==> config.mk <==
export PLATFORM = sky130hd
export DESIGN_NAME = gcme_div
export DESIGN_NICKNAME = d
export VERILOG_FILES = /design/src/rtl/core/gcme_pkg.sv /design/src/rtl/core/gcme_div.sv
export SDC_FILE = /design/constraint.sdc
export NUM_CORES = 1
export LEC_CHECK = 0
export CAP_MARGIN = 25
export CORE_ASPECT_RATIO = 1.75
export CORE_MARGIN = 5
export CORE_UTILIZATION = 55
export CTS_BUF_LIST = sky130_fd_sc_hd__clkbuf_16
export DETAILED_ROUTE_END_ITERATION = 8
export DONT_BUFFER_PORTS = 1
export GPL_ROUTABILITY_DRIVEN = 0
export PLACE_DENSITY_LB_ADDON = 0.3
export SLEW_MARGIN = 20
export SYNTH_ARGS = -nofsm -noshare
export SYNTH_HDL_FRONTEND = slang
export SYNTH_SLANG_ARGS = --single-unit
==> constraint.sdc <==
create_clock -name aclk -period 2 [get_ports aclk]
set_input_delay 0.2 -clock aclk [delete_from_list [all_inputs] [get_ports aclk]]
set_output_delay 0.2 -clock aclk [all_outputs]
set_load 0.02 [all_outputs]
==> src/rtl/core/gcme_pkg.sv <==
package gcme_pkg;

    localparam int MAX_COLUMNS_DEF = 128;
    localparam int MAX_ROWS_DEF    = 64;

    // locate divider: nonnegative offset from the grid corner over the cell size
    localparam int DIV_W = 22;
    localparam int DVS_W = 11;

    localparam int MUL_W = 16;

    localparam int COST_W = 16;
    localparam int SUM_W  = 28;
    localparam logic [COST_W-1:0] COST_ONE  = 16'd32768;
    localparam logic [SUM_W-1:0]  SUM_LIMIT = 28'd134217728;
    localparam int LATTICE_MM = 100;

    typedef enum logic [2:0] {
        OP_WRITE = 3'd0,
        OP_READ  = 3'd1,
        OP_POINT = 3'd2,
        OP_DISK  = 3'd3,
        OP_SUM   = 3'd4,
        OP_ALL   = 3'd5,
        OP_MARK  = 3'd6,
        OP_APPLY = 3'd7
    } op_t;

    typedef enum logic [2:0] {
        CFG_ORIGIN_X  = 3'd0,
        CFG_ORIGIN_Y  = 3'd1,
        CFG_CELL_SIZE = 3'd2,
        CFG_CELLS_X   = 3'd3,
        CFG_CELLS_Y   = 3'd4,
        CFG_RADIUS    = 3'd5,
        CFG_GROW      = 3'd6,
        CFG_SHRINK    = 3'd7
    } cfg_idx_t;

endpackage

==> src/rtl/core/gcme_div.sv <==
module gcme_div (
    input  logic                        aclk,
    input  logic                        aresetn,
    input  logic                        start,
    input  logic [gcme_pkg::DIV_W-1:0]  dividend,
    input  logic [gcme_pkg::DVS_W-1:0]  divisor,
    output logic                        done,
    output logic [gcme_pkg::DIV_W-1:0]  quotient
);

    localparam int CNT_W = $clog2(gcme_pkg::DIV_W + 1);

    logic                        busy_reg, busy_next;
    logic                        done_reg, done_next;
    logic [CNT_W-1:0]            cnt_reg, cnt_next;
    logic [gcme_pkg::DVS_W-1:0]  rem_reg, rem_next;
    logic [gcme_pkg::DVS_W-1:0]  dvs_reg, dvs_next;
    logic [gcme_pkg::DIV_W-1:0]  quo_reg, quo_next;
    logic [gcme_pkg::DVS_W:0]    shifted;
    logic [gcme_pkg::DVS_W:0]    diff;
    logic                        ge;

    always_comb begin
        shifted   = {rem_reg, quo_reg[gcme_pkg::DIV_W-1]};
        diff      = shifted - {1'b0, dvs_reg};
        ge        = shifted >= {1'b0, dvs_reg};
        busy_next = busy_reg;
        done_next = 1'b0;
        cnt_next  = cnt_reg;
        rem_next  = rem_reg;
        dvs_next  = dvs_reg;
        quo_next  = quo_reg;
        if (start) begin
            busy_next = 1'b1;
            cnt_next  = CNT_W'(gcme_pkg::DIV_W);
            rem_next  = '0;
            quo_next  = dividend;
            dvs_next  = divisor;
        end else if (busy_reg) begin
            rem_next = ge ? diff[gcme_pkg::DVS_W-1:0] : shifted[gcme_pkg::DVS_W-1:0];
            quo_next = {quo_reg[gcme_pkg::DIV_W-2:0], ge};
            cnt_next = cnt_reg - 1'b1;
            if (cnt_reg == CNT_W'(1)) begin
                busy_next = 1'b0;
                done_next = 1'b1;
            end
        end
    end

    always_ff @(posedge aclk) begin
        if (!aresetn) begin
            busy_reg <= 1'b0;
            done_reg <= 1'b0;
            cnt_reg  <= '0;
        end else begin
            busy_reg <= busy_next;
            done_reg <= done_next;
            cnt_reg  <= cnt_next;
        end
        rem_reg <= rem_next;
        dvs_reg <= dvs_next;
        quo_reg <= quo_next;
    end

    assign done     = done_reg;
    assign quotient = quo_reg;

endmodule

==> impl_results.md <==
- Root Buffer: clkbuf_16
- Synth warnings: 0
- Most common cell in the netlist: edfxtp_1
- Post-synthesis net count: 306
- Max Clk Rate: 481 MHz
- Synth area leader: edfxtp_1
- CTS HTree Levels: 2
- Critical Path RT: 2030 ps
- Mapped cell area: 2900 µm²
- Synth cell count leaders: 33 x edfxtp_1, 21 x mux2_2, 19 x inv_1, 18 x dfxtp_1, 17 x nor2_1
- Final setup violation count: 12
- Iter 0 DRT Violations: 100
- Worst Hold Class: in2reg
- Largest net degree at the start of global routing: 55
- DR vias: 2048
- Skew final: 7.26 ps
- Slowest stage delay, CP: 390 ps
- DR vias/cell: 6.10
- Row cnt: 35
- Largest cells by area after synthesis: edfxtp_1 34%, dfxtp_1 12%, mux2_2 8.2%
- Worst Max-Slew Pin Slew: 499 ps
- Io pins: 59
- GR Util All Layers: 18.3%
- Layout cells sized above 1: 32.4%
- Leakage Power: 1.31 nW
- Max FFs per register: 22
- Hold Violations, Final: 0
- Num CTS Buffers: 5
- Post-synth EDFFs: 33
- Synth Flop Type: edfxtp_1
- Final core occ: 64.6%
- Crit-path leading delay family: compound AO/OA/AOI/OAI gates
- Clock tree buffer depth: 2
- WP depth: 8
- Power, Total: 2.69 mW
- Count of state elements after synthesis: 51
- DR pass1 iterations: 4
- Slew Limit Fails: 0
- Min Tclk post-route: 2080 ps
- Critical path class: reg2reg
- Setup TNS Final: -625 ps
- Port bufs: 0
- R2R setup slack: -80 ps
- Violated checks: negative setup slack
- Vias in the first global route: 2060
- CP startpoint kind: register
- DP HPWL: 4460 µm
- RSZ-0062 raised after global routing: yes
- First-pass GRT wire length: 10100 µm
- Worst setup startpoint: quotient[21]
- Layout area overhead: 16.1%
- MaxCap Viol Count: 0
- Antenna violations before repair: 0
- Critical path arrival: 2110 ps
- Die height: 106 µm
- Worst-path cell chain: inv_1, ha_2, fa_2, nor2b_4, o31a_4, o211ai_4, and2_4, mux2i_1
- Synth top area share: 34.2%
- Async set-or-reset flop fraction in the synthesized netlist: 0%
- Die X: 64.9 µm
- Max FO, Critical Path: 6
- Worst path slowest cell: edfxtp_1
- Slew margin rel.: 66.7%
- R2R Path End: quotient[0]
- Final #Nets: 330
- Seq/Total Area, Yosys: 46.6%
- Initial core utilization: 55.6%
- CP bufs+invs: 1
- Post-synthesis cell count: 256
- Wire per inst: 18.7 µm
- Post-Route WL: 6270 µm
- Hold depth: 0
- R2R Path Start: quotient[21]
- Setup crit end kind: register
- Status: finished with violations
- DRT antenna net count: 0
- Overflow after GRT: 0
- Worst setup endpoint: quotient[0]
- Final worst path period share: 104%
- Distinct cells, synth: 59
- Reg2Reg Depth: 8
- Number of remaining DRC errors: 0
- Worst-Skew Late Latency: 280 ps
- Pwr dens: 798 nW/µm²
- Ant diodes: 0
- # clock sinks: 51
- Die area: 6880 µm²
- Worst VDD drop: 0.578 mV
- CORE AREA: 5210 µm²
- Avg Cell Area, Syn: 11.3 µm²
- TritonCTS clock tree: built
- Final WS setup: -78.2 ps
- Clock-pin slew on the worst setup and hold paths: 70 ps
==> cell type report <==
type,instances,area [µm²]
flip-flops and latches,51,1350
repair buffers,31,258
inverters,19,71.3
well taps,55,68.8
fillers,374,1850
clock inverters,3,12.5
multi-input cells,172,1480
clock buffers,5,125
==> worst min path at each step <==
stage          startpoint  slack, ps         end
4_1_cts        divisor[7]          6  dvs_reg[7]
2_1_floorplan  divisor[0]        300  dvs_reg[0]
5_1_grt        divisor[3]       -0.1  dvs_reg[3]
6_report       divisor[4]          8  dvs_reg[4]
3_3_place_gp        start        280  rem_reg[0]
3_5_place_dp        start        280  rem_reg[0]
==> per-layer routing <==
metal / vias up / global-route usage (%) / wire length [µm]
li1: 999 / - / -
met1: 972 / 21.4 / 2420
met2: 64 / 31.4 / 3310
met3: 13 / 5.07 / 380
met4: 0 / 6.81 / 166
met5: - / 0 / 0
==> what timing repair did <==
action	in CTS	in global routing
gates cloned	0	0
endpoints found under the setup margin	12	12
pin swaps	4	8
resized for setup	9	10
buffers inserted	3	2
hold endpoints to repair	4	0
hold buffers	1	0
==> cell usage in the layout, fill, tap and decap left out, drive strengths merged, types with 4 or more instances in the layout <==
cell type  Yosys  routed
nand2b         4       4
inv           19      20
o21a           6       6
nor2          17      17
o21ai          6       6
mux2          21      21
ha            13      13
edfxtp        33      33
a31oi          4       4
clkbuf         8       5
nor2b          6       6
xnor2          5       5
buf            6      30
nor3b          4       4
nand2         12      12
a21oi          9       9
nor3           7       7
a211oi         7       7
dfxtp         18      18
==> power by group <==
part | total (mW) | internal (mW) | switching (mW)
combinational | 0.540 | 0.266 | 0.274
clock | 0.799 | 0.453 | 0.346
sequential | 1.35 | 1.23 | 0.118
total | 2.69 | 1.95 | 0.738
==> cell families (layout without fill, tap and decap cells) <==
| kind of cell | Yosys count | after routing | synth area share [%] |
|---|---|---|---|
| compound gates | 59 | 59 | 17.1 |
| simple gates | 70 | 70 | 14.1 |
| xor+xnor | 7 | 7 | 2.12 |
| mux | 22 | 22 | 8.51 |
| buf+inv | 33 | 58 | 5.18 |
| fa+ha+maj | 14 | 14 | 6.30 |
| flops | 51 | 51 | 46.6 |
==> metrics by stage <==
stage | hold WS [ps] | instance area [µm²] | cells | setup slack, ps
after floorplan | 299 | 2910 | 256 | -191
after global placement | 277 | 3080 | 322 | -41.6
final | 8.08 | 3360 | 336 | -78.2
after detailed placement | 280 | 3080 | 322 | -76.5
after CTS | 6.08 | 3290 | 334 | -64.1
after global routing | -0.0979 | 3360 | 336 | -159
(Power assumes the default switching activity.)
