## config.mk

```make
export PLATFORM = sky130hd
export DESIGN_NAME = gcme_mul
export DESIGN_NICKNAME = d
export VERILOG_FILES = /design/src/rtl/core/gcme_pkg.sv /design/src/rtl/core/gcme_mul.sv
export SDC_FILE = /design/constraint.sdc
export NUM_CORES = 1
export LEC_CHECK = 0
export ABC_AREA = 1
export BUFFER_PORTS_ARGS = -buffer_cell sky130_fd_sc_hd__buf_2
export CAP_MARGIN = 20
export CORE_MARGIN = 2
export CORE_UTILIZATION = 45
export CTS_CLUSTER_DIAMETER = 30
export DETAILED_ROUTE_END_ITERATION = 10
export PLACE_DENSITY = 0.69
export SLEW_MARGIN = 20
export SYNTH_ARGS = -nofsm -noshare
export SYNTH_HDL_FRONTEND = slang
export SYNTH_SLANG_ARGS = --single-unit
```

## constraint.sdc

```tcl
create_clock -name aclk -period 5.5 [get_ports aclk]
set_input_delay 1.1 -clock aclk [delete_from_list [all_inputs] [get_ports aclk]]
set_output_delay 1.1 -clock aclk [all_outputs]
set_load 0.005 [all_outputs]
```

## src/rtl/core/gcme_pkg.sv

```systemverilog
package gcme_pkg;

    localparam int MAX_COLUMNS_DEF = 128;
    localparam int MAX_ROWS_DEF    = 64;

    // locate divider: nonnegative offset from the grid corner over the cell size
    localparam int DIV_W = 22;
    localparam int DVS_W = 11;

    localparam int MUL_W = 16;

    localparam int COST_W = 16;
    localparam int SUM_W  = 28;
    localparam logic [COST_W-1:0] COST_ONE  = 16'd32768;
    localparam logic [SUM_W-1:0]  SUM_LIMIT = 28'd134217728;
    localparam int LATTICE_MM = 100;

    typedef enum logic [2:0] {
        OP_WRITE = 3'd0,
        OP_READ  = 3'd1,
        OP_POINT = 3'd2,
        OP_DISK  = 3'd3,
        OP_SUM   = 3'd4,
        OP_ALL   = 3'd5,
        OP_MARK  = 3'd6,
        OP_APPLY = 3'd7
    } op_t;

    typedef enum logic [2:0] {
        CFG_ORIGIN_X  = 3'd0,
        CFG_ORIGIN_Y  = 3'd1,
        CFG_CELL_SIZE = 3'd2,
        CFG_CELLS_X   = 3'd3,
        CFG_CELLS_Y   = 3'd4,
        CFG_RADIUS    = 3'd5,
        CFG_GROW      = 3'd6,
        CFG_SHRINK    = 3'd7
    } cfg_idx_t;

endpackage

```

## src/rtl/core/gcme_mul.sv

```systemverilog
module gcme_mul (
    input  logic                          aclk,
    input  logic [gcme_pkg::MUL_W-1:0]    a,
    input  logic [gcme_pkg::MUL_W-1:0]    b,
    output logic [2*gcme_pkg::MUL_W-1:0]  prod
);

    logic [2*gcme_pkg::MUL_W-1:0] prod_reg, prod_next;

    assign prod_next = a * b;

    always_ff @(posedge aclk) begin
        prod_reg <= prod_next;
    end

    assign prod = prod_reg;

endmodule

```

==> reports/results.ini, run 1 <==
[final_layout]
diodes=0
stdcell_area_sq_um=12480
finish.utilization=0.5683
syn2layout_area_growth_pct=22.91
final_nets=1850
finalNonFillerCells=1799
drive_above_1_share=0.2416
largest_reg_flops=32

[floorplanning]
core_area_sq_um=21960
die_h_um=154.2
die-area_sq_um=23780
design.portCount=65
initial_core_util=0.4624
die_x_um=154.2
rows=54

[logic_synthesis]
synth_cells=1401
synth_compound_area_frac=0.009858
synth_xor_area_frac=0.01553
syn_avg_cell_area_sq_um=7.247
synthesis.nets=1732
synth.area.top_cells=fa_1, nand2_1, inv_1
yosys.area.top_type=fa_1
synth.mux.area_fraction=0
yosys.area_share.simple=0.2171
synth_fa_ha_area_frac=0.5107
synth_top_area_frac=0.3825
yosysUniqueCellTypes=22
synth_seq_cells=32
synth_top_family_by_area=adder cells
yosysSeqAreaShare=0.06309
yosysWarnings=0
synth_area_sq_um=10150

[critical_path]
end_kind=flop
cp-start-kind=input port
required_ns=5.68
crit_arrival_ns=5.66
crit_path_max_fanout=4
criticalPathCategory=input port to flop

[timing]
finalSetupViolCount=0
setup_tns_ns=0
max_freq_ghz=0.1824
final-hold-violation-count=0
rsz0062_at_grt=yes
slew-limit-headroom=0.7936
tightestPinTransition_ns=0.3096
fin_crit_sh=0.9968
slew_viol_final=0
period_needed_ns=5.482

[clock_network]
clock_sink_count=32
path_clk_slew_ns=0.05
ctsHoldBuffers=0
ctsHtreeMaxLevel=2
cts_tree=built
cts_buffers=5
clk_path_buf_depth=2
root_buffer=clkbuf_16

[placed_design]
postPlaceCellArea_sq_um=11560
placed_cells=1778
dpl.hpwl_mm=21.94
gp_congestion=0.8986
numPortBuffers=64

[global_route]
grt_max_degree=17
gr-total-overflow=0
grt_pass1_vias=9179
grt_pass1_wl_mm=44.34
antenna_found_initial=0
grtUsageTotal=0.2311

[outcome]
status=finished, final reports clean

[routing]
dr.first_iter.drc_count=431
final_antenna_net_count=0
routed_wirelength_mm=25.45
vias_per_cell=4.733
wl_per_cell_um=14.15
num_vias=8515
drt_pass1_iterations=6
remaining_drc_errors=0

[worst_hold_path]
worstHoldStart=b[0]
hold_end=prod[0]$_DFF_P_
holdPathStages=3
hp-class=input port to flop

[run]
maxCapViolations=0

==> Yosys cell counts, drive strengths merged <==
cell type and count:
nand2 458, inv 433, fa 194, ha 104, clkbuf 64, nor2 39
dfxtp 32, nand3 32, a21oi 17, xor2 15, nand4 4, xnor2 3
nand3b 2, a21o 1, and2 1, nor3 1, o21bai 1
==> final cells by class <==
type / instances / area (sq um)
Fill cell: 1940 / 9479
Timing Repair Buffer: 175 / 1440
Tap cell: 280 / 350.3
Inverter: 433 / 1625
Clock buffer: 7 / 152.6
Sequential cell: 32 / 640.6
Multi-Input combinational cell: 872 / 8270
==> cell families (layout without fill, tap and decap cells) <==
group,count (synthesis),in the layout
compound gates,19,19
buf+inv,497,615
xor+xnor,18,18
simple gates,537,537
fa+ha+maj,298,298
flops,32,32
==> worst max-delay path, cell delays in order <==
cell and delay [ns]:
buf_12 0.11, buf_4 0.15, nand2_2 0.07, inv_2 0.04, fa_1 0.47, inv_1 0.05, fa_2 0.53, fa_1 0.43
fa_1 0.51, inv_1 0.05, fa_1 0.52, inv_2 0.05, fa_1 0.50, inv_2 0.05, ha_4 0.31, nand2_4 0.08
nor2_4 0.16, nand3_2 0.12, nand3_4 0.14, nand2_2 0.07, nand3_1 0.08, nand2_1 0.06
==> metrics by stage <==
stage               hold slack, ns  setup slack, ns
floorplan                    1.378         -0.02020
global placement             1.478          -0.4630
detailed placement           1.474          -0.4838
CTS                          1.206         -0.03159
global route                 1.240          -0.1812
finish                       1.228          0.01765
==> routing by layer <==
layer | GRT usage | part of all wire | up-vias | routed length, um
li1 | - | - | 4123 | -
met1 | 0.3145 | 0.45 | 4145 | 11510
met2 | 0.4008 | 0.49 | 207 | 12420
met3 | 0.02214 | 0.041 | 40 | 1041
met4 | 0.05429 | 0.019 | 0 | 471
met5 | 0 | 0 | - | 0
==> worst max-delay path by stage <==
stage / endpoint / depth (start not counted) / start
6_report: prod[31]$_DFF_P_ / 22 / b[6]
5_1_grt: prod[31]$_DFF_P_ / 25 / b[6]
4_1_cts: prod[29]$_DFF_P_ / 24 / a[3]
3_5_place_dp: prod[29]$_DFF_P_ / 25 / a[5]
3_3_place_gp: prod[29]$_DFF_P_ / 25 / a[5]
2_1_floorplan: prod[29]$_DFF_P_ / 25 / a[11]
==> cells in the final DEF, fill, tap and decap left out <==
| cell type | netlist | final |
|---|---|---|
| ha_4 | 0 | 12 |
| nor2_2 | 3 | 9 |
| xor2_2 | 0 | 5 |
| nand2_2 | 14 | 56 |
| nand3_2 | 5 | 9 |
| buf_4 | 0 | 104 |
| fa_1 | 194 | 182 |
| xor2_1 | 15 | 10 |
| clkbuf_16 | 0 | 5 |
| nor2_1 | 32 | 20 |
| nand2_4 | 0 | 17 |
| a21oi_1 | 17 | 8 |
| nand3b_4 | 2 | 2 |
| buf_2 | 0 | 38 |
| xnor2_1 | 3 | 3 |
| fa_2 | 0 | 12 |
| nand2_1 | 444 | 385 |
| a21oi_2 | 0 | 9 |
| buf_12 | 0 | 9 |
| clkbuf_8 | 0 | 2 |
| nand3_1 | 27 | 19 |
| nor2_4 | 4 | 10 |
| inv_2 | 1 | 38 |
| buf_6 | 0 | 17 |
| nand4_1 | 4 | 4 |
| and2_4 | 0 | 1 |
| nor3_4 | 0 | 1 |
| inv_1 | 432 | 395 |
| ha_1 | 104 | 92 |
| clkbuf_4 | 0 | 1 |
| nand3_4 | 0 | 4 |
| buf_8 | 0 | 6 |
| dfxtp_1 | 32 | 32 |
| a21o_1 | 1 | 1 |
| o21bai_1 | 1 | 1 |
==> what timing repair did <==
| action | CTS | global route |
|---|---|---|
| resized for setup | 107 | 110 |
| cloned | 0 | 0 |
| setup endpoints to repair | 21 | 20 |
| setup buffers | 12 | 2 |
| endpoints found under the hold margin | 0 | 0 |
| pin swaps | 44 | 70 |
Power of run 1 is left out: the tool's default activity adds up to more than one toggle a clock period on the data nets, which glitch-free logic cannot reach.
==> inputs of run 2 (changes only) <==
--- a/config.mk
+++ b/config.mk
@@ -5,14 +5,13 @@
 export SDC_FILE = /design/constraint.sdc
 export NUM_CORES = 1
 export LEC_CHECK = 0
-export ABC_AREA = 1
 export BUFFER_PORTS_ARGS = -buffer_cell sky130_fd_sc_hd__buf_2
 export CAP_MARGIN = 20
 export CORE_MARGIN = 2
 export CORE_UTILIZATION = 45
 export CTS_CLUSTER_DIAMETER = 30
 export DETAILED_ROUTE_END_ITERATION = 10
-export PLACE_DENSITY = 0.69
+export PLACE_DENSITY_LB_ADDON = 0.25
 export SLEW_MARGIN = 20
 export SYNTH_ARGS = -nofsm -noshare
 export SYNTH_HDL_FRONTEND = slang
==> constraint.sdc (replaced) <==
create_clock -name aclk -period 5.8 [get_ports aclk]
set_input_delay 1.16 -clock aclk [delete_from_list [all_inputs] [get_ports aclk]]
set_output_delay 1.16 -clock aclk [all_outputs]
set_load 0.005 [all_outputs]
==> run 2 against run 1 <==
Against the previous run:
- the run now ends with negative setup slack left
- cell area decreased by 1.3%
- final cell count fell by 16%
- clock-buffer cell count stayed put
- critical path type unchanged
- critical endpoint is now prod[30]$_DFF_P_
- highest routed layer unchanged
==> reports/results.ini, run 2 <==
[global_route]
grt_pass1_vias=8168
grt_max_degree=17
grtUsageTotal=0.2293
gr-total-overflow=0
grt_pass1_wl_mm=40.01
antenna_found_initial=0

[logic_synthesis]
yosys.area.top_type=fa_1
synth_cells=1046
synth_top_area_frac=0.4144
async_flop_share=0
synth_top_family_by_area=adder cells
yosysSeqAreaShare=0.06835
synth_fa_ha_area_frac=0.5532
synthesis.nets=1377
post-synth-top-count-cell=inv_1
synth.area.top_cells=fa_1, ha_1, inv_1
synth_compound_area_frac=0.06835
syn_avg_cell_area_sq_um=8.961
synth_xor_area_frac=0.02523
yosys.area_share.simple=0.1759
yosysWarnings=0
synth-edff-count=0
synth.mux.area_fraction=0.001068
synth_ff_type=dfxtp_1
synth_area_sq_um=9373
synth_common_cells=inv_1, fa_1, nand2_1
yosysUniqueCellTypes=52
synth_seq_cells=32

[outcome]
status=complete, but fails checks
violations=negative setup slack

[critical_path]
cp-start-kind=input port
required_ns=5.98
criticalPathCategory=input port to flop
crit_arrival_ns=6.08
end_kind=flop
crit_path_max_fanout=13
crit_start=a[5]

[clock_network]
path_clk_slew_ns=0.05
cts_buffers=5
ctsHtreeMaxLevel=2
cts_tree=built
ctsHoldBuffers=0
root_buffer=clkbuf_16
clk_path_buf_depth=2
clock_sink_count=32

[floorplanning]
initial_core_util=0.4602
core_area_sq_um=20360
die_h_um=148.3
die-area_sq_um=22000
rows=52
die_x_um=148.3
design.portCount=65

[timing]
rsz0062_at_grt=yes
fin_crit_sh=1.018
finalSetupViolCount=6
tightestPinTransition_ns=0.3818
max_freq_ghz=0.1694
slew_viol_final=0
slew-limit-headroom=0.7422
period_needed_ns=5.904
final-hold-violation-count=0
holdWs_ns=1.313
setup_slack_ns=-0.1038

[placed_design]
numPortBuffers=64
dpl.hpwl_mm=20.01
gp_congestion=0.8566

[routing]
num_vias=7587
remaining_drc_errors=0
routed_wirelength_mm=24.10
dr.first_iter.drc_count=246
wl_per_cell_um=15.96
final_antenna_net_count=0
vias_per_cell=5.025
drt_pass1_iterations=4

[final_layout]
final_cell_mix=inv_1, fa_1, nand2_1, buf_4, and2_1
final_common_cell=inv_1
fillerInstances=1750
diodes=0
syn2layout_area_growth_pct=31.48
drive_above_1_share=0.3024
final_nets=1571
largest_reg_flops=32

[run]
maxCapViolations=0

[worst_hold_path]
hp-class=input port to flop
worstHoldStart=b[0]

==> run 2: changes by cell type in the layout (fill, tap and decap cells not counted), sizes merged, moves of 4 or more <==
cell / change
o21ai: +13
a21oi: +14
inv: -212
nand3: -27
and2: +124
o211ai: +4
a21o: +15
xor2: -5
nand2: -299
and4: +5
nor2: -26
buf: +56
xnor2: +14
==> run 2: layout make-up <==
| type | count | area, sq um | share of cell area |
|---|---|---|---|
| clock buffer | 7 | 152.6 | 0.01239 |
| inverter | 221 | 829.5 | 0.06732 |
| multi-input combinational | 748 | 8353 | 0.6778 |
| sequential | 32 | 640.6 | 0.05198 |
| tap | 270 | 337.8 | 0.02741 |
| timing repair buffer | 232 | 2009 | 0.1631 |
==> run 2: worst max-delay path: stages <==
cell and delay (ns):
buf_12 0.12, buf_6 0.12, and2_4 0.15, fa_2 0.58, fa_2 0.43, fa_1 0.50
fa_2 0.41, fa_1 0.56, inv_1 0.07, fa_1 0.50, inv_2 0.05, ha_4 0.24
a21oi_4 0.14, o211ai_1 0.14, a21oi_1 0.20, o2bb2ai_2 0.09, or4b_1 0.46, o211a_1 0.14
==> run 2: metrics by stage <==
step | setup TNS, ns | cells | worst slack, ns | cell area [sq um] | util
after floorplan | -1.532 | 1046 | -0.2244 | 9714 | -
after global routing | -1.664 | 1510 | -0.2444 | 12320 | 0.6051
after detailed placement | -10.45 | 1479 | -0.6844 | 11080 | 0.5443
after CTS | -0.7141 | 1497 | -0.1928 | 11890 | 0.5837
after global placement | -9.044 | 1479 | -0.6032 | 11080 | 0.5443
final | -0.3021 | 1510 | -0.1038 | 12320 | 0.6051
==> run 2: kinds of logic after synthesis <==
logic type | Yosys count
and+or+nand+nor | 329
adders and majority gates | 298
buffers and inverters | 266
AOI/OAI and AO/OA | 93
muxes | 1
xor gates and xnor gates | 27
DFF | 32
==> run 2: routing by layer <==
layer	track usage	wire [um]	up-vias
met3	0.02362	904	47
li1	-	-	3548
met4	0.05905	587	0
met5	0	0	-
met2	0.4236	13020	169
met1	0.2867	9586	3823
==> run 2: what timing repair did <==
item,in CTS,in global routing
cloned,1,2
resized for setup,141,88
endpoints found under the setup margin,18,18
hold endpoints to repair,0,0
setup buffers,10,11
pin swaps,54,59
==> run 2: worst paths after layout <==
path / slack (ns) / end / cells past startpoint
min: 1.31 / prod[0]$_DFF_P_ / 2
max: -0.10 / prod[30]$_DFF_P_ / 18
Power of run 2 is left out for the same reason.
